==> src/sv/tdpt_pkg.sv <==
`default_nettype none

package tdpt_pkg;

  // default width of the tested value
  localparam int unsigned DefaultValueWidth = 31;

  // first odd trial divisor; two is covered by the parity check
  localparam int unsigned FirstOddDivisor = 3;

  // sequencer states
  typedef enum logic [2:0] {
    StIdle,
    StStart,
    StSqTest,
    StDiv,
    StFinish
  } tdpt_state_e;

  // status from the remainder unit to the sequencer
  typedef struct packed {
    logic busy;
    logic done;
    logic rem_zero;
  } tdpt_rem_status_t;

endpackage

`default_nettype wire

==> src/sv/tdpt_if.sv <==
`default_nettype none

// value channel
interface tdpt_value_if #(
  parameter int unsigned VALUE_WIDTH = 31
);
  logic                   valid;
  logic                   ready;
  logic [VALUE_WIDTH-1:0] value;

  modport source (output valid, output value, input ready);
  modport sink (input valid, input value, output ready);
endinterface

// result channel
interface tdpt_result_if;
  logic valid;
  logic ready;
  logic is_prime;

  modport source (output valid, output is_prime, input ready);
  modport sink (input valid, input is_prime, output ready);
endinterface

`default_nettype wire

==> src/sv/tdpt_rem_unit.sv <==
`default_nettype none

// restoring remainder unit: one quotient bit per cycle
module tdpt_rem_unit
  import tdpt_pkg::*;
#(
  parameter int unsigned VALUE_WIDTH = DefaultValueWidth
) (
  input  wire logic                   clk_i,
  input  wire logic                   rst_ni,
  input  wire logic                   start_i,
  input  wire logic [VALUE_WIDTH-1:0] dividend_i,
  input  wire logic [VALUE_WIDTH-1:0] divisor_i,
  output      tdpt_rem_status_t       status_o
);

  localparam int unsigned CntW = $clog2(VALUE_WIDTH + 1);

  logic                   busy_q, busy_d;
  logic                   done_q, done_d;
  logic [CntW-1:0]        cnt_q, cnt_d;
  logic [VALUE_WIDTH-1:0] num_q, num_d;
  logic [VALUE_WIDTH-1:0] div_q, div_d;
  logic [VALUE_WIDTH-1:0] rem_q, rem_d;
  logic [VALUE_WIDTH:0]   trial;
  logic [VALUE_WIDTH:0]   diff;

  // shift in the next dividend bit and try the subtraction
  assign trial = {rem_q, num_q[VALUE_WIDTH-1]};
  assign diff  = trial - {1'b0, div_q};

  always_comb begin
    busy_d = busy_q;
    done_d = 1'b0;
    cnt_d  = cnt_q;
    num_d  = num_q;
    div_d  = div_q;
    rem_d  = rem_q;
    if (start_i) begin
      busy_d = 1'b1;
      cnt_d  = CntW'(VALUE_WIDTH);
      num_d  = dividend_i;
      div_d  = divisor_i;
      rem_d  = '0;
    end else if (busy_q) begin
      // remainder stays below the divisor, so it fits the value width
      if (trial >= {1'b0, div_q}) begin
        rem_d = diff[VALUE_WIDTH-1:0];
      end else begin
        rem_d = trial[VALUE_WIDTH-1:0];
      end
      num_d = num_q << 1;
      cnt_d = cnt_q - 1'b1;
      if (cnt_q == CntW'(1)) begin
        busy_d = 1'b0;
        done_d = 1'b1;
      end
    end
  end

  // control state
  always_ff @(posedge clk_i or negedge rst_ni) begin
    if (!rst_ni) begin
      busy_q <= 1'b0;
      done_q <= 1'b0;
      cnt_q  <= '0;
    end else begin
      busy_q <= busy_d;
      done_q <= done_d;
      cnt_q  <= cnt_d;
    end
  end

  // datapath
  always_ff @(posedge clk_i) begin
    num_q <= num_d;
    div_q <= div_d;
    rem_q <= rem_d;
  end

  assign status_o.busy     = busy_q;
  assign status_o.done     = done_q;
  assign status_o.rem_zero = (rem_q == '0);

endmodule

`default_nettype wire

==> src/sv/trial_division_prime_test_top.sv <==
// Trial-division prime test.
//
// value_i carries one unsigned value per transfer; result_o carries one
// is_prime bit per accepted value, in order. Both use valid/ready, and a
// transfer happens on a rising edge with valid and ready high.
// value_i.ready is high only while the sequencer is idle, so one value is
// worked on at a time. The result sits in an output register, so a new
// value may be taken while the previous result still waits.
// Zero, one and even values are settled without a trial. Odd values are
// divided by 3, 5, 7, 9, ... while the divisor squared does not exceed the
// value; each trial runs in the one shared bit-serial remainder unit, and
// a small factor ends the search early.
// If result_o.ready is low, a finished result waits in the sequencer until
// the output register is free; nothing is dropped.
// Reset (rst_ni low, asynchronous) returns the sequencer to idle and
// empties the output register; no other state is kept between values.
`default_nettype none

module trial_division_prime_test_top
  import tdpt_pkg::*;
#(
  parameter int unsigned VALUE_WIDTH = DefaultValueWidth
) (
  input  wire logic    clk_i,
  input  wire logic    rst_ni,
  tdpt_value_if.sink   value_i,
  tdpt_result_if.source result_o
);

  localparam int unsigned SqW = VALUE_WIDTH + 2;

  tdpt_state_e            state_q, state_d;
  logic [VALUE_WIDTH-1:0] n_q, n_d;
  logic [VALUE_WIDTH-1:0] d_q, d_d;
  logic [SqW-1:0]         sq_q, sq_d;
  logic                   res_q, res_d;
  logic                   out_valid_q, out_valid_d;
  logic                   out_prime_q, out_prime_d;
  logic                   rem_start;
  tdpt_rem_status_t       rem_st;

  // shared remainder unit
  tdpt_rem_unit #(
    .VALUE_WIDTH(VALUE_WIDTH)
  ) u_rem (
    .clk_i     (clk_i),
    .rst_ni    (rst_ni),
    .start_i   (rem_start),
    .dividend_i(n_q),
    .divisor_i (d_q),
    .status_o  (rem_st)
  );

  // sequencer
  always_comb begin
    state_d     = state_q;
    n_d         = n_q;
    d_d         = d_q;
    sq_d        = sq_q;
    res_d       = res_q;
    rem_start   = 1'b0;
    out_valid_d = out_valid_q;
    out_prime_d = out_prime_q;

    if (result_o.ready) begin
      out_valid_d = 1'b0;
    end

    case (state_q)
      StIdle: begin
        if (value_i.valid) begin
          n_d     = value_i.value;
          state_d = StStart;
        end
      end
      StStart: begin
        // zero, one and even values settle at once
        if (n_q < VALUE_WIDTH'(2)) begin
          res_d   = 1'b0;
          state_d = StFinish;
        end else if (!n_q[0]) begin
          res_d   = (n_q == VALUE_WIDTH'(2));
          state_d = StFinish;
        end else begin
          d_d     = VALUE_WIDTH'(FirstOddDivisor);
          sq_d    = SqW'(FirstOddDivisor * FirstOddDivisor);
          state_d = StSqTest;
        end
      end
      StSqTest: begin
        // no divisor up to the square root: prime
        if (sq_q > {2'b00, n_q}) begin
          res_d   = 1'b1;
          state_d = StFinish;
        end else begin
          rem_start = 1'b1;
          state_d   = StDiv;
        end
      end
      StDiv: begin
        if (rem_st.done) begin
          if (rem_st.rem_zero) begin
            res_d   = 1'b0;
            state_d = StFinish;
          end else begin
            // (d + 2)^2 = d^2 + 4d + 4
            d_d     = d_q + VALUE_WIDTH'(2);
            sq_d    = sq_q + {d_q, 2'b00} + SqW'(4);
            state_d = StSqTest;
          end
        end
      end
      StFinish: begin
        // wait for a free output register
        if (!out_valid_q || result_o.ready) begin
          out_valid_d = 1'b1;
          out_prime_d = res_q;
          state_d     = StIdle;
        end
      end
      default: begin
        state_d = StIdle;
      end
    endcase
  end

  // control state
  always_ff @(posedge clk_i or negedge rst_ni) begin
    if (!rst_ni) begin
      state_q     <= StIdle;
      out_valid_q <= 1'b0;
    end else begin
      state_q     <= state_d;
      out_valid_q <= out_valid_d;
    end
  end

  // datapath
  always_ff @(posedge clk_i) begin
    n_q         <= n_d;
    d_q         <= d_d;
    sq_q        <= sq_d;
    res_q       <= res_d;
    out_prime_q <= out_prime_d;
  end

  assign value_i.ready     = (state_q == StIdle);
  assign result_o.valid    = out_valid_q;
  assign result_o.is_prime = out_prime_q;

  // remainder unit is idle whenever a new value can be taken
  a_rem_idle_on_accept : assert property (@(posedge clk_i) disable iff (!rst_ni)
    value_i.ready |-> !rem_st.busy && !rem_st.done)
    else $error("remainder unit active while sequencer idle");

  // a remainder completes only while the sequencer waits for it
  a_done_in_div : assert property (@(posedge clk_i) disable iff (!rst_ni)
    rem_st.done |-> state_q == StDiv)
    else $error("remainder completed outside the divide state");

  // odd divisors give odd squares
  a_odd_square : assert property (@(posedge clk_i) disable iff (!rst_ni)
    state_q == StSqTest |-> d_q[0] && sq_q[0])
    else $error("trial divisor or its square lost oddness");

  // a finished result is held back while the output register is stalled
  a_finish_holds : assert property (@(posedge clk_i) disable iff (!rst_ni)
    state_q == StFinish && out_valid_q && !result_o.ready |=> state_q == StFinish)
    else $error("result overwrote a pending transfer");

endmodule

`default_nettype wire
==> src/flat_wrapper.sv <==
// flat-port wrapper written by rule: the top's interface ports become plain ports
module trial_division_prime_test_top_flat import tdpt_pkg::*;
#(
  parameter int unsigned VALUE_WIDTH = DefaultValueWidth
)
  (clk_i, rst_ni, value_i_valid, value_i_value, value_i_ready, result_o_valid, result_o_is_prime, result_o_ready);
  tdpt_value_if #(.VALUE_WIDTH(VALUE_WIDTH)) value_i_i ();
  tdpt_result_if result_o_i ();
  input  wire logic clk_i;
  input  wire logic rst_ni;
  input wire logic [$bits(value_i_i.valid)-1:0] value_i_valid;
  input wire logic [$bits(value_i_i.value)-1:0] value_i_value;
  output wire logic [$bits(value_i_i.ready)-1:0] value_i_ready;
  output wire logic [$bits(result_o_i.valid)-1:0] result_o_valid;
  output wire logic [$bits(result_o_i.is_prime)-1:0] result_o_is_prime;
  input wire logic [$bits(result_o_i.ready)-1:0] result_o_ready;
  assign value_i_i.valid = value_i_valid;
  assign value_i_i.value = value_i_value;
  assign value_i_ready = value_i_i.ready;
  assign result_o_valid = result_o_i.valid;
  assign result_o_is_prime = result_o_i.is_prime;
  assign result_o_i.ready = result_o_ready;
  trial_division_prime_test_top #(.VALUE_WIDTH(VALUE_WIDTH)) u_core (.clk_i(clk_i), .rst_ni(rst_ni), .value_i(value_i_i), .result_o(result_o_i));
endmodule
==> config.mk <==
export PLATFORM = sky130hd
export DESIGN_NAME = trial_division_prime_test_top_flat
export DESIGN_NICKNAME = d
export VERILOG_FILES = /design/src/sv/tdpt_pkg.sv /design/src/sv/tdpt_if.sv /design/src/sv/tdpt_rem_unit.sv /design/src/sv/trial_division_prime_test_top.sv /design/src/flat_wrapper.sv
export SDC_FILE = /design/constraint.sdc
export NUM_CORES = 1
export LEC_CHECK = 0
export ABC_AREA = 1
export BUFFER_PORTS_ARGS = -buffer_cell sky130_fd_sc_hd__buf_2
export CAP_MARGIN = 25
export CELL_PAD_IN_SITES_DETAIL_PLACEMENT = 1
export CELL_PAD_IN_SITES_GLOBAL_PLACEMENT = 1
export CORE_UTILIZATION = 42
export CTS_BUF_LIST = sky130_fd_sc_hd__clkbuf_16
export DETAILED_ROUTE_END_ITERATION = 8
export GPL_TIMING_DRIVEN = 0
export MAX_ROUTING_LAYER = met4
export PLACE_DENSITY = 0.83
export SLEW_MARGIN = 5
export SYNTH_ARGS = -nofsm -noshare
export SYNTH_HDL_FRONTEND = slang
export SYNTH_SLANG_ARGS = --single-unit
==> constraint.sdc <==
create_clock -name clk_i -period 4.32 [get_ports clk_i]
set_input_delay 1.08 -clock clk_i [delete_from_list [all_inputs] [get_ports clk_i]]
set_output_delay 1.08 -clock clk_i [all_outputs]
set_load 0.005 [all_outputs]
==> flow_metrics.tcl, run 1 <==
set metrics [dict create \
    status "finished clean" \
    synth-seq-cells 196 \
    crit_arrival_ns 3.55 \
    timing.fmax_ghz 0.299 \
    timing.setup.critical_path_class "reg -> reg" \
    worst_path_most_repeated_cell "nand2_1" \
    synth_mux_area_share_pct 0 \
    slowest_delay_ns 0.47 \
    synth_top_family_by_area "simple AND/OR/NAND/NOR gates" \
    fp.dieH_um 184 \
    yosys_warnings 0 \
    first_iter_violations 824 \
    critPathSlowestCell "edfxtp_1" \
    max-vdd-ir-drop_mv 0.325 \
    placed_area_sq_um 14700 \
    grt_usage_pct 27.6 \
    vias_per_cell 5.32 \
    cts_setup_buffers 0 \
    drive_gt1_share_pct 6.84 \
    avgSynthCellArea_sq_um 7.41 \
    antenna_cells 0 \
    mostFrequentLayoutCell "nand2_1" \
    cts_num_sinks 196 \
    core_sq_um 32500 \
    hp-class "reg -> reg" \
    vias 12700 \
    final_area_sq_um 15400 \
    ys_types 47 \
    post_drt_wl_per_cell_um 18.4 \
    cpLargestDelayFamily "simple AND/OR/NAND/NOR gates" \
    leakagePower_nw 7.46 \
    setup_viol 0 \
    slew_headroom_pct 48.6 \
    ant_nets 0 \
    drc 0 \
    power_w 0.0104 \
    ctsResizeCount 0 \
    nNetsFinal 2087 \
    finalCritPeriodShare_pct 77.5 \
    grt-ovfl-total 0 \
    wirelength_mm 44.0 \
    cts-buffers-inserted 17 \
    grt_antenna_before_repair 0 \
    start_util_pct 42.6 \
    cts_tree "built" \
    clk_latency_ns 0.46 \
    fin_skew_ns 0.0204 \
    synth_xor_area_share_pct 1.20 \
    syn-num-nets 2026 \
    ys_seq_area_share_pct 39.8 \
    dieArea_sq_um 33700 \
    grt_first_pass_wirelength_mm 69.7 \
    grt_pass1_vias 13200 \
    r2r_slack_ns 0.97 \
    htreeDepth 4 \
    gp_congestion 0.936 \
    syn_area_sq_um 13900 \
    ctsHoldBuffers 0 \
    area_growth_pct 10.7 \
    required_ns 4.52 \
    cap_violations 0 \
    worstPathMaxFanout 22 \
    port_buffers 37 \
    grt_max_degree 32 \
    crit_chain "ha_1, nand2_1, nor2_1, nand4_1, nor2_1, nand2_1, nand2_1, nand2_1, nand2_2, buf_6, buf_2, nand2_1, buf_16" \
    synthAdderAreaFrac_pct 11.0 \
    clk_path_buf_depth 2 \
    period_needed_ns 3.35 \
    power_density_nw_per_um2 675 \
    final_max_slew_viol_count 0 \
    path_clk_slew_ns 0.10 \
    final_cell_mix "552 x nand2_1, 291 x inv_1, 172 x nand3_1, 166 x nor2_1, 154 x edfxtp_1" \
    dp_hpwl_mm 34.5 \
    crit_buf_inv 3 \
    fp.dieW_um 184 \
    synth_compound_area_share_pct 7.64 \
    finalHoldViolations 0 \
    drtPass1Iterations 5 \
    cts_root_buf "clkbuf_16" \
    cp-end-kind "flop" \
    ios 38 \
    worst_pin_slew_ns 0.769 \
    rsz0062_at_grt "false" \
    worstSetupStartpointType "flop" \
    std_cell_rows 66 \
    synthSimpleGateAreaFrac_pct 30.6 \
    synth_cells 1870 \
]
## where the power goes
group          switching, W  internal [W]
logic               0.00361       0.00176
clock network      0.000894      0.000800
registers          0.000534       0.00276
## worst paths after layout
| check | startpoint | to | depth (start not counted) |
|---|---|---|---|
| setup / recovery | u_core.sq_q[24] | u_core.u_rem.num_q[27] | 13 |
| hold / removal | u_core.res_q | u_core.result_o.is_prime | 0 |
| hold reg to reg | u_core.res_q | u_core.result_o.is_prime | 0 |
| setup reg to reg | u_core.sq_q[24] | u_core.u_rem.num_q[27] | 13 |
| min in group asynchronous | rst_ni | u_core.result_o.valid | 1 |
| max in group asynchronous | rst_ni | u_core.u_rem.cnt_q[2] | 1 |
## per-stage QoR
| stage | util [%] | hold slack (ns) | setup slack, ns | TNS [ns] | std cells |
|---|---|---|---|---|---|
| CTS | 47.1 | 0.445 | 0.982 | 0 | 2385 |
| global route | 47.2 | 0.444 | 0.761 | 0 | 2386 |
| floorplan | - | 0.400 | 0.338 | 0 | 1870 |
| finish | 47.2 | 0.440 | 0.974 | 0 | 2386 |
| global placement | 44.9 | 0.413 | -1.68 | -100.69 | 2349 |
| detailed placement | 45.2 | 0.424 | 1.10 | 0 | 2353 |
## sequential cells by signal, summed over array words and instances (netlist names)
signal and cells:
u_core.sq_q 30, u_core.u_rem.rem_q 31, u_core.u_rem.num_q 31, u_core.d_q 30
u_core.u_rem.done_q 1, u_core.result_o.is_prime 1, u_core.res_q 1, u_core.n_q 31
u_core.u_rem.cnt_q 5, u_core.state_q 3, u_core.u_rem.div_q 30, u_core.u_rem.busy_q 1
u_core.result_o.valid 1
## routing by layer
layer | routed length [um] | up-vias | track usage [%]
met5 | 0 | - | -
met4 | 1220 | 0 | 9.50
met3 | 1130 | 69 | 2.61
met2 | 22600 | 241 | 49.2
met1 | 19000 | 6200 | 32.2
li1 | - | 6188 | -
## cell usage after synthesis (all sizes together)
| master | number | area share [%] |
|---|---|---|
| a211oi | 1 | 0.054 |
| a21boi | 2 | 0.11 |
| a21o | 3 | 0.16 |
| a21oi | 98 | 3.6 |
| a31oi | 2 | 0.090 |
| and2 | 5 | 0.23 |
| and3 | 1 | 0.045 |
| buf | 23 | 1.1 |
| clkbuf | 13 | 0.35 |
| clkinv | 11 | 0.30 |
| dfrtp | 11 | 2.0 |
| dfxtp | 31 | 4.5 |
| edfxtp | 154 | 33 |
| fa | 2 | 0.29 |
| ha | 119 | 11 |
| inv | 293 | 7.9 |
| nand2 | 561 | 15 |
| nand3 | 174 | 6.4 |
| nand3b | 3 | 0.16 |
| nand4 | 22 | 0.99 |
| nor2 | 176 | 5.1 |
| nor3 | 38 | 1.5 |
| nor3b | 3 | 0.16 |
| nor4 | 3 | 0.14 |
| o211a | 1 | 0.072 |
| o211ai | 1 | 0.054 |
| o21a | 8 | 0.43 |
| o21ai | 71 | 2.6 |
| o21bai | 9 | 0.49 |
| or2 | 12 | 0.54 |
| xnor2 | 4 | 0.25 |
| xor2 | 15 | 0.95 |
## cells by family (layout without fill, tap and decap cells)
logic type                 after synthesis  after routing
and+or+nand+nor                        998            998
buffers and inverters                  340            414
adders and majority gates              121            121
xor gates and xnor gates                19             19
DFF                                    196            196
AOI/OAI and AO/OA                      196            196
## layout make-up
cell class,count,area (sq um)
buffer,36,206
clock buffer,17,425
clock inverter,15,188
fill,4193,17200
inverter,304,1140
multi-input combinational,1334,7010
sequential,196,5520
tap,442,553
timing repair buffer,42,310
Power figures use the tool's default switching activity.
==> inputs of run 2 (changes only) <==
--- a/config.mk
+++ b/config.mk
@@ -5,7 +5,7 @@
 export SDC_FILE = /design/constraint.sdc
 export NUM_CORES = 1
 export LEC_CHECK = 0
-export ABC_AREA = 1
+export ABC_AREA = 0
 export BUFFER_PORTS_ARGS = -buffer_cell sky130_fd_sc_hd__buf_2
 export CAP_MARGIN = 25
 export CELL_PAD_IN_SITES_DETAIL_PLACEMENT = 1
@@ -15,7 +15,7 @@
 export DETAILED_ROUTE_END_ITERATION = 8
 export GPL_TIMING_DRIVEN = 0
 export MAX_ROUTING_LAYER = met4
-export PLACE_DENSITY = 0.83
+export PLACE_DENSITY = 0.82
 export SLEW_MARGIN = 5
 export SYNTH_ARGS = -nofsm -noshare
 export SYNTH_HDL_FRONTEND = slang
==> constraint.sdc (replaced) <==
create_clock -name clk_i -period 3 [get_ports clk_i]
set_input_delay 0.75 -clock clk_i [delete_from_list [all_inputs] [get_ports clk_i]]
set_output_delay 0.75 -clock clk_i [all_outputs]
set_load 0.005 [all_outputs]
==> run 2 against run 1 <==
Effect of this change:
- the flow now finishes with violations (negative setup slack)
- final cell count fell by 28%
- sequential power rose by 37%
- register-to-register slack got worse by 1.1 ns
- critical endpoint is now u_core.sq_q[32]
- fmax rose by 7.7%
==> flow_metrics.tcl, run 2 <==
set metrics [dict create \
    status "finished, violations left" \
    violations "negative setup slack" \
    dieArea_sq_um 29700 \
    synth_cells 1213 \
    fin_tns_setup_ns -0.195 \
    core_sq_um 28200 \
    largestRegisters "u_core.n_q (31), u_core.u_rem.num_q (31), u_core.u_rem.rem_q (31)" \
    post_drt_wl_per_cell_um 20.3 \
    final_max_slew_viol_count 0 \
    timing.setup.critical_path_class "reg -> reg" \
    grt_max_degree 61 \
    grt-ovfl-total 0 \
    drive_gt1_share_pct 16.8 \
    syn-num-nets 1369 \
    wirelength_mm 34.7 \
    gp_congestion 0.879 \
    synth_top_cells_by_area "edfxtp_1 38%, ha_1 12%, dfxtp_1 5.1%" \
    clk_path_buf_depth 2 \
    fp.dieW_um 172 \
    final_cell_mix "154 x edfxtp_1, 118 x nor2_1, 106 x ha_1, 97 x nand2_1, 80 x inv_1" \
    num-fill-cells 3087 \
    port_buffers 37 \
    vias 9778 \
    required_ns 3.17 \
    power_density_nw_per_um2 939 \
    dp_hpwl_mm 24.4 \
    grt_first_pass_wirelength_mm 53.7 \
    layout_setup_ws_ns -0.108 \
    syn_area_sq_um 12200 \
    fp.dieH_um 172 \
    yosysMostFrequentCell "edfxtp_1" \
    drc 0 \
    ant_nets 0 \
    mostFrequentLayoutCell "edfxtp_1" \
    cap_violations 0 \
    synth_top_area_cell "edfxtp_1" \
    regArea_sq_um 5520 \
    synth_edf_count 154 \
    worst_pin_slew_ns 0.849 \
    placed_area_sq_um 12900 \
    std_cell_rows 61 \
    yosysTopAreaCellShare_pct 38.0 \
    max-vdd-ir-drop_mv 0.451 \
    antenna_cells 0 \
    vias_per_cell 5.71 \
    synth_common_cells "154 x edfxtp_1, 119 x ha_1, 119 x nor2_1, 100 x nand2_1, 79 x inv_1" \
    avgSynthCellArea_sq_um 10.0 \
    grt_antenna_before_repair 0 \
    worstPathMaxFanout 5 \
    yosys_warnings 0 \
    area_growth_pct 17.5 \
    drtPass1Iterations 9 \
    grt_pass1_vias 10200 \
    cp-end-kind "flop" \
    setup_viol 4 \
    hp-class "in -> async" \
    cts-buffers-inserted 17 \
    synthArstFlopShare_pct 5.61 \
    cts_tree "built" \
    finalHoldViolations 0 \
    fin_skew_ns 0.0245 \
    multi_input_area_sq_um 6660 \
    grt_usage_pct 24.3 \
    ys_seq_area_share_pct 45.4 \
    path_clk_slew_ns 0.09 \
    clk_latency_ns 0.45 \
    synth-seq-cells 196 \
    worstSetupStartpointType "flop" \
    nNetsFinal 1476 \
    finalCoreUtilization_pct 50.8 \
    start_util_pct 43.2 \
    cts_num_sinks 196 \
    period_needed_ns 3.11 \
    timing.fmax_ghz 0.322 \
    htreeDepth 4 \
    crit_arrival_ns 3.27 \
    finalCritPeriodShare_pct 104 \
    synth-main-ff-cell "edfxtp_1" \
    ios 38 \
    leakagePower_nw 5.97 \
    slew_headroom_pct 43.4 \
    first_iter_violations 583 \
    final_area_sq_um 14300 \
    ys_types 67 \
    cts_root_buf "clkbuf_16" \
    rsz0062_at_grt "true" \
]
==> run 2: changes by cell type after synthesis, sizes merged, moves of 19 or more <==
cell / previous run / this run
inv: 293 / 79
mux2i: 0 / 24
xor2: 15 / 34
nor3: 38 / 14
a211oi: 1 / 33
a21oi: 98 / 79
nand3: 174 / 24
a21o: 3 / 40
nor2: 176 / 119
xnor2: 4 / 40
nand2: 561 / 100
==> run 2: repair_timing <==
action,CTS,global route
buffers inserted,33,16
setup endpoints to repair,149,106
gates resized for setup,62,64
pin swaps,21,26
hold buffers,0,0
gates cloned,1,0
==> run 2: metal layers <==
| metal | GRT usage (%) | wire length (um) |
|---|---|---|
| met1 | 29.5 | 15100 |
| met2 | 42.7 | 17600 |
| met3 | 2.72 | 1370 |
| met4 | 6.77 | 675 |
| met5 | - | 0 |
==> run 2: worst max-delay path, stage by stage (launching register included) <==
cell and delay, ns:
edfxtp_1 0.47, ha_4 0.29, ha_4 0.26, o211ai_1 0.26, buf_4 0.17, a21boi_4 0.06, a21oi_2 0.23, o31ai_2 0.12
a31o_2 0.29, a311o_1 0.29, a21oi_2 0.16, xnor2_1 0.16, nor2_1 0.06
==> run 2: final cells by class <==
| cell class | count | area share (%) |
|---|---|---|
| plain buffers | 39 | 1.52 |
| well taps | 378 | 3.31 |
| clock buffers | 18 | 3.15 |
| clock inverters | 14 | 0.735 |
| multi-input cells | 899 | 46.5 |
| flip-flops and latches | 196 | 38.6 |
| inverters | 79 | 2.07 |
| repair buffers | 88 | 4.08 |
==> run 2: power by group <==
group | internal, W | total (W) | leakage (nW) | switching, W
Clock | 0.00112 | 0.00220 | 0.277 | 0.00108
Combinational | 0.00283 | 0.00672 | 3.86 | 0.00389
Sequential | 0.00388 | 0.00450 | 1.83 | 0.000617
Total | 0.00783 | 0.0134 | 5.97 | 0.00560
==> run 2: final timing paths <==
path	start	depth (start not counted)	to	slack (ns)
hold reg to reg	u_core.res_q	0	u_core.result_o.is_prime	0.42
min in group clk_i	u_core.res_q	0	u_core.result_o.is_prime	0.42
max in group asynchronous	rst_ni	1	u_core.u_rem.cnt_q[4]	2.54
setup / recovery	u_core.sq_q[7]	12	u_core.sq_q[32]	-0.11
hold / removal	rst_ni	1	u_core.result_o.valid	0.21
setup reg to reg	u_core.sq_q[7]	12	u_core.sq_q[32]	-0.11
==> run 2: logic make-up (layout without fill, tap and decap cells) <==
family          count (synthesis)  count (layout)  share of synthesized area [%]
mux                            30              30                           2.53
fa+ha+maj                     121             121                           12.6
buf+inv                       119             238                           3.91
simple gates                  381             382                           15.0
xor+xnor                       74              74                           5.32
compound gates                292             292                           15.3
flops                         196             196                           45.4
==> run 2: stage by stage <==
stage	power (W)	setup slack, ns	hold slack, ns	std cells
floorplan	0.00874	0.0165	0.400	1213
global placement	0.0100	-0.685	0.412	1628
detailed placement	0.0103	-0.736	0.425	1630
CTS	0.0130	0.000644	0.211	1696
global route	0.0143	-0.177	0.217	1711
finish	0.0134	-0.108	0.207	1711
